===== src/sv/cle_pkg.sv =====
// Shared types and constants for the cooked line editor.
// No dependencies; every other file of the block except cle_ram imports this package.
package cle_pkg;

  localparam int unsigned CHAR_W   = 8;
  localparam int unsigned LIMIT_W  = 7;
  localparam int unsigned S_DATA_W = 16;

  localparam logic [CHAR_W-1:0] CH_EOF  = 8'h04;
  localparam logic [CHAR_W-1:0] CH_BS   = 8'h08;
  localparam logic [CHAR_W-1:0] CH_NL   = 8'h0A;
  localparam logic [CHAR_W-1:0] CH_KILL = 8'h15;

  // Function codes carried in the input tuser.
  localparam logic FUNC_KEY  = 1'b0;
  localparam logic FUNC_READ = 1'b1;

  // Editing class of a typed character, as seen in cooked mode.
  typedef enum logic [1:0] {
    CLS_PLAIN,
    CLS_BS,
    CLS_KILL,
    CLS_EOL
  } cls_e;

  typedef struct packed {
    logic               is_read;
    cls_e               cls;
    logic [CHAR_W-1:0]  key_char;
    logic [LIMIT_W-1:0] limit;
  } cmd_t;

  typedef struct packed {
    logic reading;
  } back_status_t;

endpackage


===== src/sv/cle_cmd_fifo.sv =====
// Two-entry command queue between the front end and the back end.
// Depends on cle_pkg.
module cle_cmd_fifo import cle_pkg::*; (
  input  logic clk_i,
  input  logic rst_ni,
  input  logic push_i,
  input  cmd_t data_i,
  output logic ready_o,
  output logic valid_o,
  output cmd_t data_o,
  input  logic pop_i
);

  cmd_t       ent_q [2];
  logic       wp_q, wp_d;
  logic       rp_q, rp_d;
  logic [1:0] cnt_q, cnt_d;
  logic       do_push, do_pop;

  assign ready_o = (cnt_q != 2'd2);
  assign valid_o = (cnt_q != 2'd0);
  assign data_o  = ent_q[rp_q];
  assign do_push = push_i && ready_o;
  assign do_pop  = pop_i && valid_o;

  always_comb begin
    wp_d  = do_push ? !wp_q : wp_q;
    rp_d  = do_pop ? !rp_q : rp_q;
    cnt_d = cnt_q;
    if (do_push && !do_pop) begin
      cnt_d = cnt_q + 2'd1;
    end else if (do_pop && !do_push) begin
      cnt_d = cnt_q - 2'd1;
    end
  end

  always_ff @(posedge clk_i or negedge rst_ni) begin
    if (!rst_ni) begin
      wp_q  <= 1'b0;
      rp_q  <= 1'b0;
      cnt_q <= 2'd0;
    end else begin
      wp_q  <= wp_d;
      rp_q  <= rp_d;
      cnt_q <= cnt_d;
    end
  end

  always_ff @(posedge clk_i) begin
    if (do_push) begin
      ent_q[wp_q] <= data_i;
    end
  end

endmodule


===== config.mk =====
export PLATFORM = sky130hd
export DESIGN_NAME = cle_cmd_fifo
export DESIGN_NICKNAME = d
export VERILOG_FILES = /design/src/sv/cle_pkg.sv /design/src/sv/cle_cmd_fifo.sv
export SDC_FILE = /design/constraint.sdc
export NUM_CORES = 1
export LEC_CHECK = 0
export ABC_AREA = 1
export BUFFER_PORTS_ARGS = -buffer_cell sky130_fd_sc_hd__buf_4
export CAP_MARGIN = 0
export CORE_MARGIN = 2
export CORE_UTILIZATION = 25
export CTS_BUF_LIST = sky130_fd_sc_hd__clkbuf_4 sky130_fd_sc_hd__clkbuf_8
export DETAILED_ROUTE_END_ITERATION = 6
export SLEW_MARGIN = 20
export SYNTH_ARGS = -nofsm -noshare
export SYNTH_HDL_FRONTEND = slang
export SYNTH_SLANG_ARGS = --single-unit
export TNS_END_PERCENT = 20

===== constraint.sdc =====
create_clock -name clk_i -period 2.1 [get_ports clk_i]
set_input_delay 0.105 -clock clk_i [delete_from_list [all_inputs] [get_ports clk_i]]
set_output_delay 0.105 -clock clk_i [all_outputs]
set_load 0.02 [all_outputs]

==> flow_metrics.py <==
metrics = {
    "detailed_routing": {
        "drc": 0,
        "drtIter0Drc": 21,
        "wire_per_inst_um": 10.69,
        "routed_via_density": 3.903,
        "drtPass1Iterations": 3,
        "ant_nets": 0,
        "vias": 1042,
        "wl_mm": 2.855,
    },
    "cts": {
        "cts_buffers": 5,
        "cts.reportedPaths.clkPinSlew_ns": 0.08,
        "cts.sinks": 40,
        "cts_root_buf": "clkbuf_8",
        "tritoncts": "yes",
        "cts_max_level": 2,
        "clk_latency_ns": 0.28,
        "ctsLongestPathBuffers": 2,
        "ctsResizeCount": 0,
    },
    "grt": {
        "grt_overflow": 0,
        "antenna_found_initial": 0,
        "grt_pass1_vias": 1077,
        "grt_max_degree": 20,
        "grt_pass1_wl_mm": 4.878,
        "grtUsageTotal_pct": 9.112,
    },
    "sta": {
        "timing.fmax_ghz": 0.7227,
        "tns_ns": 0,
        "hold_viol_final": 0,
        "final_max_slew_viol_count": 0,
        "period_minus_slack_ns": 1.384,
        "rsz0062_at_grt": "no",
        "worst_clock_skew_ns": 0.007849,
        "worstMarginPinSlew_ns": 0.3502,
        "postLayoutSetupSlackWorst_ns": 0.7164,
        "slew_headroom_pct": 76.62,
        "fin_crit_sh_pct": 65.89,
        "finalSetupViolations": 0,
    },
    "power_and_ir_drop": {
        "ir_drop_v": 0.0004085,
        "total_leakage_power_nw": 0.9953,
        "pwr_density_cell_nw_per_um2": 1337,
        "intPower_mw": 1.955,
        "swShare_pct": 35.69,
        "p_sw_mw": 1.085,
        "combPwrFrac_pct": 41.7,
        "clockPowerShare_pct": 20.0,
        "seqPwrFrac_pct": 38.2,
        "finalPower_mw": 3.040,
    },
    "logic_synthesis": {
        "syn-num-nets": 145,
        "avgSynthCellArea_um2": 12.84,
        "ys_warn_count": 0,
        "synth-main-ff-cell": "edfxtp_1",
        "synth_area_um2": 1567,
        "synth_edf_count": 36,
        "netlist-cell-type-count": 15,
        "synthArstFlopShare_pct": 10.00,
        "ys_ff_latch": 40,
        "seq_area_frac_synth_pct": 75.40,
        "synth_cells": 122,
    },
    "floorplanning": {
        "dieArea_um2": 6916,
        "die_w_um": 83.16,
        "ios": 42,
        "die_y_um": 83.16,
        "core_um2": 5991,
        "initial_core_util_pct": 26.15,
        "fp-row-count": 28,
    },
    "flow_run": {
        "drv_cap": 0,
    },
    "setup_path": {
        "path_class": "register to register",
        "critical_path.startpoint_type": "register",
        "crit_required_ns": 2.28,
        "max_stage_delay_ns": 0.41,
        "worstPathCellList": "inv_2 > nand2_4 > nand2_4 > inv_1 > ha_1 > inv_1 > nand3_1 > nand2_1 > nand2_1",
        "end_kind": "register",
        "cpMaxStageDelayCell": "dfrtp_1",
        "path_max_fanout": 4,
        "arrival_ns": 1.57,
    },
    "hold_path": {
        "hold_class": "input port to register",
    },
    "placement": {
        "numPortBuffers": 41,
        "place.gp.congestion": 0.6437,
        "place_hpwl_mm": 1.945,
        "dpl_worst_slack_ns": 0.7105,
    },
    "cells_and_area": {
        "multiInputGateArea_um2": 326.6,
        "final_layout_size_suffix_gt1_share_pct": 33.33,
        "ff_latch_area_um2": 1181,
        "nFillCells": 590,
        "n_antenna_cell": 0,
        "nNetsFinal": 214,
        "syn2layout_area_growth_pct": 45.21,
        "final_core_util_pct": 37.97,
    },
    "outcome": {
        "status": "finished clean",
    },
}
[worst max-delay path: cells and delay by family (launching register included)]
family	cells	cell delay (ns)
fa+ha+maj	1	0.31
buf+inv	3	0.23
flops	1	0.41
simple gates	5	0.33
[routing by layer]
layer,vias up,track usage (%),wire length (um)
met3,5,3.082,134
met5,-,0,0
met1,477,9.694,1172
met4,0,3.577,29
met2,24,16.50,1518
li1,536,-,-
[power by group through the flow]
stage	clock network [mW]	registers (mW)	logic (mW)
after global placement	0	1.17	1.28
after detailed placement	0	1.18	1.28
after CTS	0.638	1.16	1.30
after global routing	0.675	1.18	1.40
after floorplan	0	1.17	0.799
final	0.609	1.16	1.27
[registers in the layout (all words and copies together), names as in the netlist]
| register | cells |
|---|---|
| ent_q | 36 |
| rp_q | 1 |
| wp_q | 1 |
| cnt_q | 2 |
[Yosys cell counts, types with 2 or more instances]
library cell / number / area share [%]
nand2_1: 60 / 14
edfxtp_1: 36 / 69
dfrtp_1: 4 / 6.4
inv_1: 4 / 0.96
inv_2: 3 / 0.72
buf_6: 2 / 1.4
nand2_2: 2 / 0.80
nand2_4: 2 / 1.4
nand3_1: 2 / 0.64
nor2_1: 2 / 0.48
[layout by cell type, fill, tap and decap left out, drive strengths merged]
master,count
buf,46
ha,1
xnor2,1
inv,7
xor2,1
nor2,2
nand2,64
dfrtp,4
clkbuf,6
edfxtp,36
bufinv,1
clkinv,1
nand4,1
dlygate4sd3,19
nand3,2
[worst paths after layout]
kind	cells after the start	slack, ns	startpoint	end
max in group asynchronous	2	1.84	rst_ni	wp_q
worst min-delay path	3	0.07	pop_i	rp_q
worst max register to register	9	0.72	cnt_q[0]	cnt_q[1]
worst min register to register	1	0.52	cnt_q[0]	cnt_q[0]
min in group asynchronous	2	0.15	rst_ni	cnt_q[0]
worst max-delay path	9	0.72	cnt_q[0]	cnt_q[1]
[final cells by class]
class	count	share of cell area, %
Clock buffer	6	3.355
Clock inverter	2	1.540
Inverter	7	1.155
Multi-Input combinational cell	72	14.36
Sequential cell	40	51.93
Tap cell	75	4.125
Timing Repair Buffer	65	23.54
[per-stage QoR]
step | instances | hold slack [ns] | cell area, um2
after floorplan | 122 | -0.1906 | 1567
after CTS | 264 | 0.001454 | 2245
after global routing | 267 | 0.08532 | 2275
final | 267 | 0.07235 | 2275
after detailed placement | 240 | -0.09264 | 1973
after global placement | 240 | -0.09245 | 1973
[logic make-up after synthesis]
logic type	Yosys count	share of synthesized area, %
xor gates and xnor gates	2	1.598
adders and majority gates	1	0.7986
buffers and inverters	10	4.073
DFF	40	75.40
and+or+nand+nor	69	18.13
[what timing repair did]
action                                 in CTS  in global routing
buffers inserted                            0                  0
hold buffers                               16                  3
setup endpoints to repair                   0                  0
endpoints found under the hold margin      33                  6
No activity file was read; power rests on OpenSTA's default activity.
