<file path="src/sv/cle_pkg.sv">
// Shared types and constants for the cooked line editor.
// No dependencies; every other file of the block except cle_ram imports this package.
package cle_pkg;

  localparam int unsigned CHAR_W   = 8;
  localparam int unsigned LIMIT_W  = 7;
  localparam int unsigned S_DATA_W = 16;

  localparam logic [CHAR_W-1:0] CH_EOF  = 8'h04;
  localparam logic [CHAR_W-1:0] CH_BS   = 8'h08;
  localparam logic [CHAR_W-1:0] CH_NL   = 8'h0A;
  localparam logic [CHAR_W-1:0] CH_KILL = 8'h15;

  // Function codes carried in the input tuser.
  localparam logic FUNC_KEY  = 1'b0;
  localparam logic FUNC_READ = 1'b1;

  // Editing class of a typed character, as seen in cooked mode.
  typedef enum logic [1:0] {
    CLS_PLAIN,
    CLS_BS,
    CLS_KILL,
    CLS_EOL
  } cls_e;

  typedef struct packed {
    logic               is_read;
    cls_e               cls;
    logic [CHAR_W-1:0]  key_char;
    logic [LIMIT_W-1:0] limit;
  } cmd_t;

  typedef struct packed {
    logic reading;
  } back_status_t;

endpackage

</file>
<file path="src/sv/cle_front.sv">
// Front end: accepts input words, decodes the function and character class
// and saturates the read limit. Depends on cle_pkg.
module cle_front import cle_pkg::*; #(
  parameter int unsigned MAX_READ = 64
) (
  input  logic                clk_i,
  input  logic                rst_ni,
  input  logic                s_tvalid,
  output logic                s_tready,
  input  logic [S_DATA_W-1:0] s_tdata,
  input  logic                s_tuser,
  output logic                cmd_valid_o,
  output cmd_t                cmd_o,
  input  logic                cmd_ready_i
);

  localparam logic [LIMIT_W-1:0] MaxLimit = LIMIT_W'(MAX_READ);

  logic               vld_q, vld_d;
  cmd_t               cmd_q, cmd_d;
  logic [CHAR_W-1:0]  key;
  logic [LIMIT_W-1:0] lim;
  logic               take;

  assign key      = s_tdata[CHAR_W-1:0];
  assign lim      = s_tdata[CHAR_W+LIMIT_W-1:CHAR_W];
  assign s_tready = !vld_q || cmd_ready_i;
  assign take     = s_tvalid && s_tready;

  always_comb begin
    cmd_d = cmd_q;
    vld_d = vld_q && !cmd_ready_i;
    if (take) begin
      vld_d          = 1'b1;
      cmd_d.is_read  = (s_tuser == FUNC_READ);
      cmd_d.key_char = key;
      cmd_d.limit    = (lim > MaxLimit) ? MaxLimit : lim;
      case (key)
        CH_BS:         cmd_d.cls = CLS_BS;
        CH_KILL:       cmd_d.cls = CLS_KILL;
        CH_NL, CH_EOF: cmd_d.cls = CLS_EOL;
        default:       cmd_d.cls = CLS_PLAIN;
      endcase
    end
  end

  always_ff @(posedge clk_i or negedge rst_ni) begin
    if (!rst_ni) begin
      vld_q <= 1'b0;
    end else begin
      vld_q <= vld_d;
    end
  end

  always_ff @(posedge clk_i) begin
    cmd_q <= cmd_d;
  end

  assign cmd_valid_o = vld_q;
  assign cmd_o       = cmd_q;

endmodule

</file>
<file path="config.mk">
export PLATFORM = sky130hd
export DESIGN_NAME = cle_front
export DESIGN_NICKNAME = d
export VERILOG_FILES = /design/src/sv/cle_pkg.sv /design/src/sv/cle_front.sv
export SDC_FILE = /design/constraint.sdc
export NUM_CORES = 1
export LEC_CHECK = 0
export ABC_CLOCK_PERIOD_IN_PS = 1700
export CORE_MARGIN = 2
export CORE_UTILIZATION = 40
export DETAILED_ROUTE_END_ITERATION = 8
export DONT_BUFFER_PORTS = 1
export PLACE_DENSITY = 0.51
export REMOVE_ABC_BUFFERS = 1
export SLEW_MARGIN = 20
export SYNTH_ARGS = -nofsm -noshare
export SYNTH_HDL_FRONTEND = slang
export SYNTH_SLANG_ARGS = --single-unit
</file>
<file path="constraint.sdc">
create_clock -name clk_i -period 1.7 [get_ports clk_i]
set_input_delay 0.17 -clock clk_i [delete_from_list [all_inputs] [get_ports clk_i]]
set_output_delay 0.17 -clock clk_i [all_outputs]
set_load 0.01 [all_outputs]
</file>
==> qor.yml, run 1 <==
status: "complete, no violations"
ios: 41
critical_path_required_ns: 1.70
grt_pass1_vias: 351
cp_max_fo: 9
grt_max_degree: 12
vias: 368
grt-ovfl-total: 0
leakagePower_nw: 0.3060
cp-endpoint: "cmd_o[16]"
grt_pass1_wl_mm: 1.490
ys_types: 15
num_rows: 15
syn_avg_cell_area_sq_um: 17.77
drt_iter0_drc: 4
ys_seq_area_share_pct: 81.59
report.final.hold_viol_count: 0
cts_max_path_buffers: 2
vdd_drop_max_mv: 0.5277
fin_area_sq_um: 873.3
total_power_mw: 0.8347
finalCoreUtilization_pct: 52.28
startpoint_type: "flop"
nFillCells: 141
fmax_mhz: 797.0
critPathLaunch: "cmd_valid_o"
finalCriticalPeriod_ns: 1.255
dpl_cell_area_sq_um: 725.7
clockRootBuffer: "clkbuf_4"
core_region_area_sq_um: 1670
dr.pass1.iters: 3
syn_area_sq_um: 693.2
syn_inst: 39
rr_worst_depth: 3
clock_skew_ns: 0.005196
gp_congestion: 0.6917
finalSetupViolCount: 0
start_util_pct: 41.50
htree_levels: 1
relSlewSlack_pct: 87.53
regArea_sq_um: 565.5
crit_type: "flop to flop"
wirelength_mm: 1.079
drc: 0
synth-seq-cells: 19
area_delta_synth_final_pct: 25.99
ys_warn_count: 0
rrSetupSlack_ns: 0.45
multi_input_area_sq_um: 120.1
cap_violations: 0
grt_antenna_before_repair: 0
cts_num_sinks: 19
wl_per_cell_microns: 14.78
cp.arrival_ns: 1.25
clk_latency_ns: 0.28
period_share_pct: 73.80
finish.net_count: 78
post_drt_via_cell_ratio: 5.041
grt_use_total_pct: 10.78
whs_ns: 0.05571
drive_above_1_share_pct: 14.29
die_area_sq_um: 2082
worstReg2RegStart: "cmd_valid_o"
worst_pin_slew_ns: 0.1863
cts_tree: "done"
hold_class: "input port to flop"
diodes: 0
finalSetupTns_ns: 0
die_h_microns: 45.63
post_cts_resized: 0
end_kind: "flop"
numCtsBuffers: 3
rsz0062_at_grt: "no"
powerDensity_nw_per_um2: 955.7
clkTransAtPathRegs_ns: 0.10
drv_slew: 0
r2r_end: "cmd_o[16]"
postRouteAntennaNets: 0
numPortBuffers: 0
dieWidth_microns: 45.63
-- cell usage after synthesis --
library cell  number  area share (%)
nor4_2             1             1.8
clkbuf_1           1            0.54
edfxtp_1          18              78
and3b_1            1             1.3
nand2b_1           2             1.8
nand3_1            1            0.72
inv_1              1            0.54
o21ai_0            1            0.72
and2_1             1            0.90
a21oi_1            2             1.4
dfrtp_1            1             3.6
nor3b_2            1             1.8
nor2b_1            6             5.4
or3_1              1            0.90
nor2_1             1            0.54
-- layout make-up --
cell class	count	area share [%]
tap	17	2.436
multi-input combinational	18	13.75
sequential	19	64.76
timing repair buffer	14	15.47
clock inverter	1	0.5731
clock buffer	3	2.579
inverter	1	0.4298
-- worst min path at each step --
| stage | start | to | slack, ns | cells past startpoint |
|---|---|---|---|---|
| 2_1_floorplan | rst_ni | cmd_valid_o | -0.13 | 0 |
| 3_3_place_gp | rst_ni | cmd_valid_o | -0.13 | 0 |
| 3_5_place_dp | rst_ni | cmd_valid_o | -0.13 | 0 |
| 4_1_cts | s_tdata[4] | cmd_o[15] | 0.05 | 1 |
| 5_1_grt | s_tdata[4] | cmd_o[15] | 0.04 | 1 |
| 6_report | s_tdata[4] | cmd_o[15] | 0.06 | 1 |
-- per-layer routing --
metal	up-vias	GRT usage, %	wire length, microns
li1	177	-	-
met1	169	10.91	379
met2	22	18.59	604
met3	0	4.762	95
met4	0	5.294	0
met5	-	0	0
-- state kept, by name (all words and copies together) (netlist names) --
register and cells:
cmd_valid_o 1, cmd_o 18
-- critical path: stages (launching register included) --
cell and delay (ns):
dfrtp_1 0.44, nand2b_1 0.18, and2_1 0.17, buf_4 0.18
-- layout by cell type, fill, tap and decap left out --
cell           synthesis  layout
a21oi_1                2       2
and2_1                 1       1
and3b_1                1       1
buf_4                  0       2
clkbuf_4               0       3
clkinv_2               0       1
dfrtp_1                1       1
dlygate4sd3_1          0      12
edfxtp_1              18      18
inv_1                  1       1
nand2b_1               2       2
nand3_1                1       1
nor2_1                 1       1
nor2b_1                6       6
nor3b_2                1       1
nor4_2                 1       1
o21ai_0                1       1
or3_1                  1       1
-- power by group --
group | internal (mW) | switching [mW] | total (mW)
sequential | 0.543 | 0.0215 | 0.565
combinational | 0.0321 | 0.0223 | 0.0544
clock | 0.0872 | 0.128 | 0.215
total | 0.663 | 0.172 | 0.835
-- metrics by stage --
step | worst slack [ns] | instances
2_1_floorplan | 0.2513 | 38
3_3_place_gp | 0.4798 | 57
3_5_place_dp | 0.4444 | 57
4_1_cts | 0.4308 | 73
5_1_grt | 0.3930 | 73
6_report | 0.4453 | 73
-- repair_timing --
item / in CTS / in global routing
hold buffers: 12 / 0
setup buffers: 0 / 0
endpoints found under the hold margin: 12 / 0
-- logic make-up (layout without fill, tap and decap cells) --
logic type      after synthesis  count (layout)  synth area share, %
compound gates                3               3                2.165
buf+inv                       2              19                1.082
flops                        19              19                81.59
simple gates                 15              15                15.16
(Power assumes the default switching activity.)
==> inputs of run 2 (changes only) <==
- ABC_AREA: default -> 1
- ABC_CLOCK_PERIOD_IN_PS: 1700 -> 1200
- clock period: 1.7 -> 1.2 ns (I/O delays scaled with it)
==> run 2 against run 1 <==
  * Clock skew shrank 0.0036 ns
  * Synthesized area is 8.1% higher
  * Register-to-register slack lost 0.34 ns
  * First-iteration DRC count is 75% lower
  * Clock-buffer cell count rose by 1
  * Critical path type unchanged
  * Highest routed layer is now met4
==> qor.yml, run 2 <==
wl_per_cell_microns: 12.11
cts_num_sinks: 19
rr_worst_depth: 2
leakagePower_nw: 0.3841
end_kind: "flop"
cp_cell_sequence: "a21oi_2, buf_4"
dieWidth_microns: 47.29
worst_pin_slew_ns: 0.2269
ys_warn_count: 0
critPathBufInv: 1
largest_reg_flops: 18
diodes: 0
cap_violations: 0
critical_path_required_ns: 1.20
yosys_most_used_dff: "edfxtp_1"
cp.arrival_ns: 1.09
ios: 41
num_rows: 15
drv_slew: 0
yosysTopAreaCell: "edfxtp_1"
period_share_pct: 91.43
dr.pass1.iters: 4
syn_avg_cell_area_sq_um: 12.29
comb_power_share_pct: 7.8
total_power_mw: 1.193
report.final.hold_viol_count: 0
htree_levels: 1
netlist_top_cells_count: "edfxtp_1, nor2_1, inv_1"
ys_seq_area_share_pct: 75.46
core_region_area_sq_um: 1745
hold_class: "input port to flop"
cp_max_fo: 10
syn_area_sq_um: 749.5
crit_type: "flop to flop"
drc: 0
min_from: "s_tdata[14]"
worstReg2RegStart: "cmd_valid_o"
relSlewSlack_pct: 84.82
startpoint_type: "flop"
synth-seq-cells: 19
p_int_mw: 0.9492
clock_skew_ns: 0.001572
postRouteAntennaNets: 0
dpl_cell_area_sq_um: 795.8
grt_antenna_before_repair: 0
finalSetupViolCount: 0
synth_top_area_share_pct: 72.12
clockPowerShare_pct: 25.0
numPortBuffers: 0
drive_above_1_share_pct: 8.861
cts_tree: "done"
critPathMaxStageDelay_ns: 0.45
cts_max_path_buffers: 2
final_common_cell: "edfxtp_1"
fmax_mhz: 911.5
cp_slowest_cell: "dfrtp_1"
ys_types: 13
gp_congestion: 0.6816
synthSimpleGateAreaFrac_pct: 14.69
grt_max_degree: 11
clkTransAtPathRegs_ns: 0.10
grt_use_total_pct: 13.23
layout_common_cells: "edfxtp_1, dlygate4sd3_1, nor2_1, inv_1, nand2_1"
r2r_end: "cmd_o[2]"
clk_latency_ns: 0.28
clockRootBuffer: "clkbuf_4"
synthMuxAreaShare_pct: 0
status: "complete, no violations"
ctsHoldBuffers: 12
rsz0062_at_grt: "no"
yosysMostFrequentCell: "edfxtp_1"
post_cts_resized: 0
start_util_pct: 42.94
area_delta_synth_final_pct: 27.05
switchingPower_mw: 0.2435
synth-compound-area-share_pct: 4.341
rrSetupSlack_ns: 0.10
post_cts_buffers: 0
post_drt_via_cell_ratio: 4.510
synthArstFlopShare_pct: 5.263
synth-xor-area-share_pct: 0
holdPathEnd: "cmd_o[4]"
fin_area_sq_um: 952.2
vias: 469
synth_area_leaders: "edfxtp_1, nor2_1, inv_1"
synth_top_family_by_area: "simple AND/OR/NAND/NOR gates"
grt_pass1_wl_mm: 1.938
synth_edf_count: 18
finish.net_count: 101
die_area_sq_um: 2236
synthAdderAreaFrac_pct: 0
wirelength_mm: 1.259
numCtsBuffers: 3
die_h_microns: 47.29
drt_iter0_drc: 1
critPathTopFamily: "flip-flops"
vdd_drop_max_mv: 0.6439
finalCriticalPeriod_ns: 1.097
syn_inst: 61
hpwl_microns: 918.4
grt-ovfl-total: 0
whs_ns: 0.01506
grt_pass1_vias: 477
whs_path_depth: 1
p_seq_share_pct: 67.2
p_sw_share_pct: 20.42
powerDensity_nw_per_um2: 1253
[run 2: cell count changes after synthesis, moves of 2 or more]
cell,delta
nand2b_1,-2
nand2_1,+9
nor2b_1,-6
a21boi_1,+3
nor2_1,+11
inv_1,+9
[run 2: how the worst max path moves through the flow]
stage,startpoint,end,slack [ns],cells past startpoint
global route,cmd_valid_o,cmd_o[13],0.03,2
global placement,cmd_valid_o,cmd_o[17],0.10,2
CTS,cmd_valid_o,cmd_o[17],0.09,2
finish,cmd_valid_o,cmd_o[2],0.10,2
floorplan,cmd_valid_o,cmd_o[0],-0.57,1
detailed placement,cmd_valid_o,cmd_o[17],0.1,2
[run 2: area by class of cell]
type                            count  area (sq um)
Inverter                           10         37.54
Timing Repair Buffer               15         145.1
Multi-Input combinational cell     31         146.4
Tap cell                           25         31.28
Clock buffer                        4         26.28
Sequential cell                    19         565.5
Fill cell                         169         793.3
[run 2: cell families after synthesis]
group,Yosys count
buf+inv,11
simple gates,26
flops,19
compound gates,5
[run 2: layer usage]
metal	wire (microns)	GRT usage [%]
met1	492	14.32
met2	651	20.81
met3	97	5.000
met4	18	10.00
met5	0	0
[run 2: stage by stage]
step | setup WS (ns) | util [%] | std cells | TNS, ns
floorplan | -0.5691 | - | 60 | -10.24
global placement | 0.1030 | 45.59 | 87 | 0
detailed placement | 0.09964 | 45.59 | 87 | 0
CTS | 0.08803 | 53.98 | 103 | 0
global route | 0.02544 | 54.55 | 104 | 0
finish | 0.1029 | 54.55 | 104 | 0
[run 2: power groups by stage]
stage	clock network [mW]	logic (mW)	registers, mW
after detailed placement	0	0.0596	0.818
after floorplan	0	0.0427	0.814
after global routing	0.337	0.107	0.808
after global placement	0	0.0587	0.818
final	0.299	0.0927	0.801
after CTS	0.321	0.0918	0.803
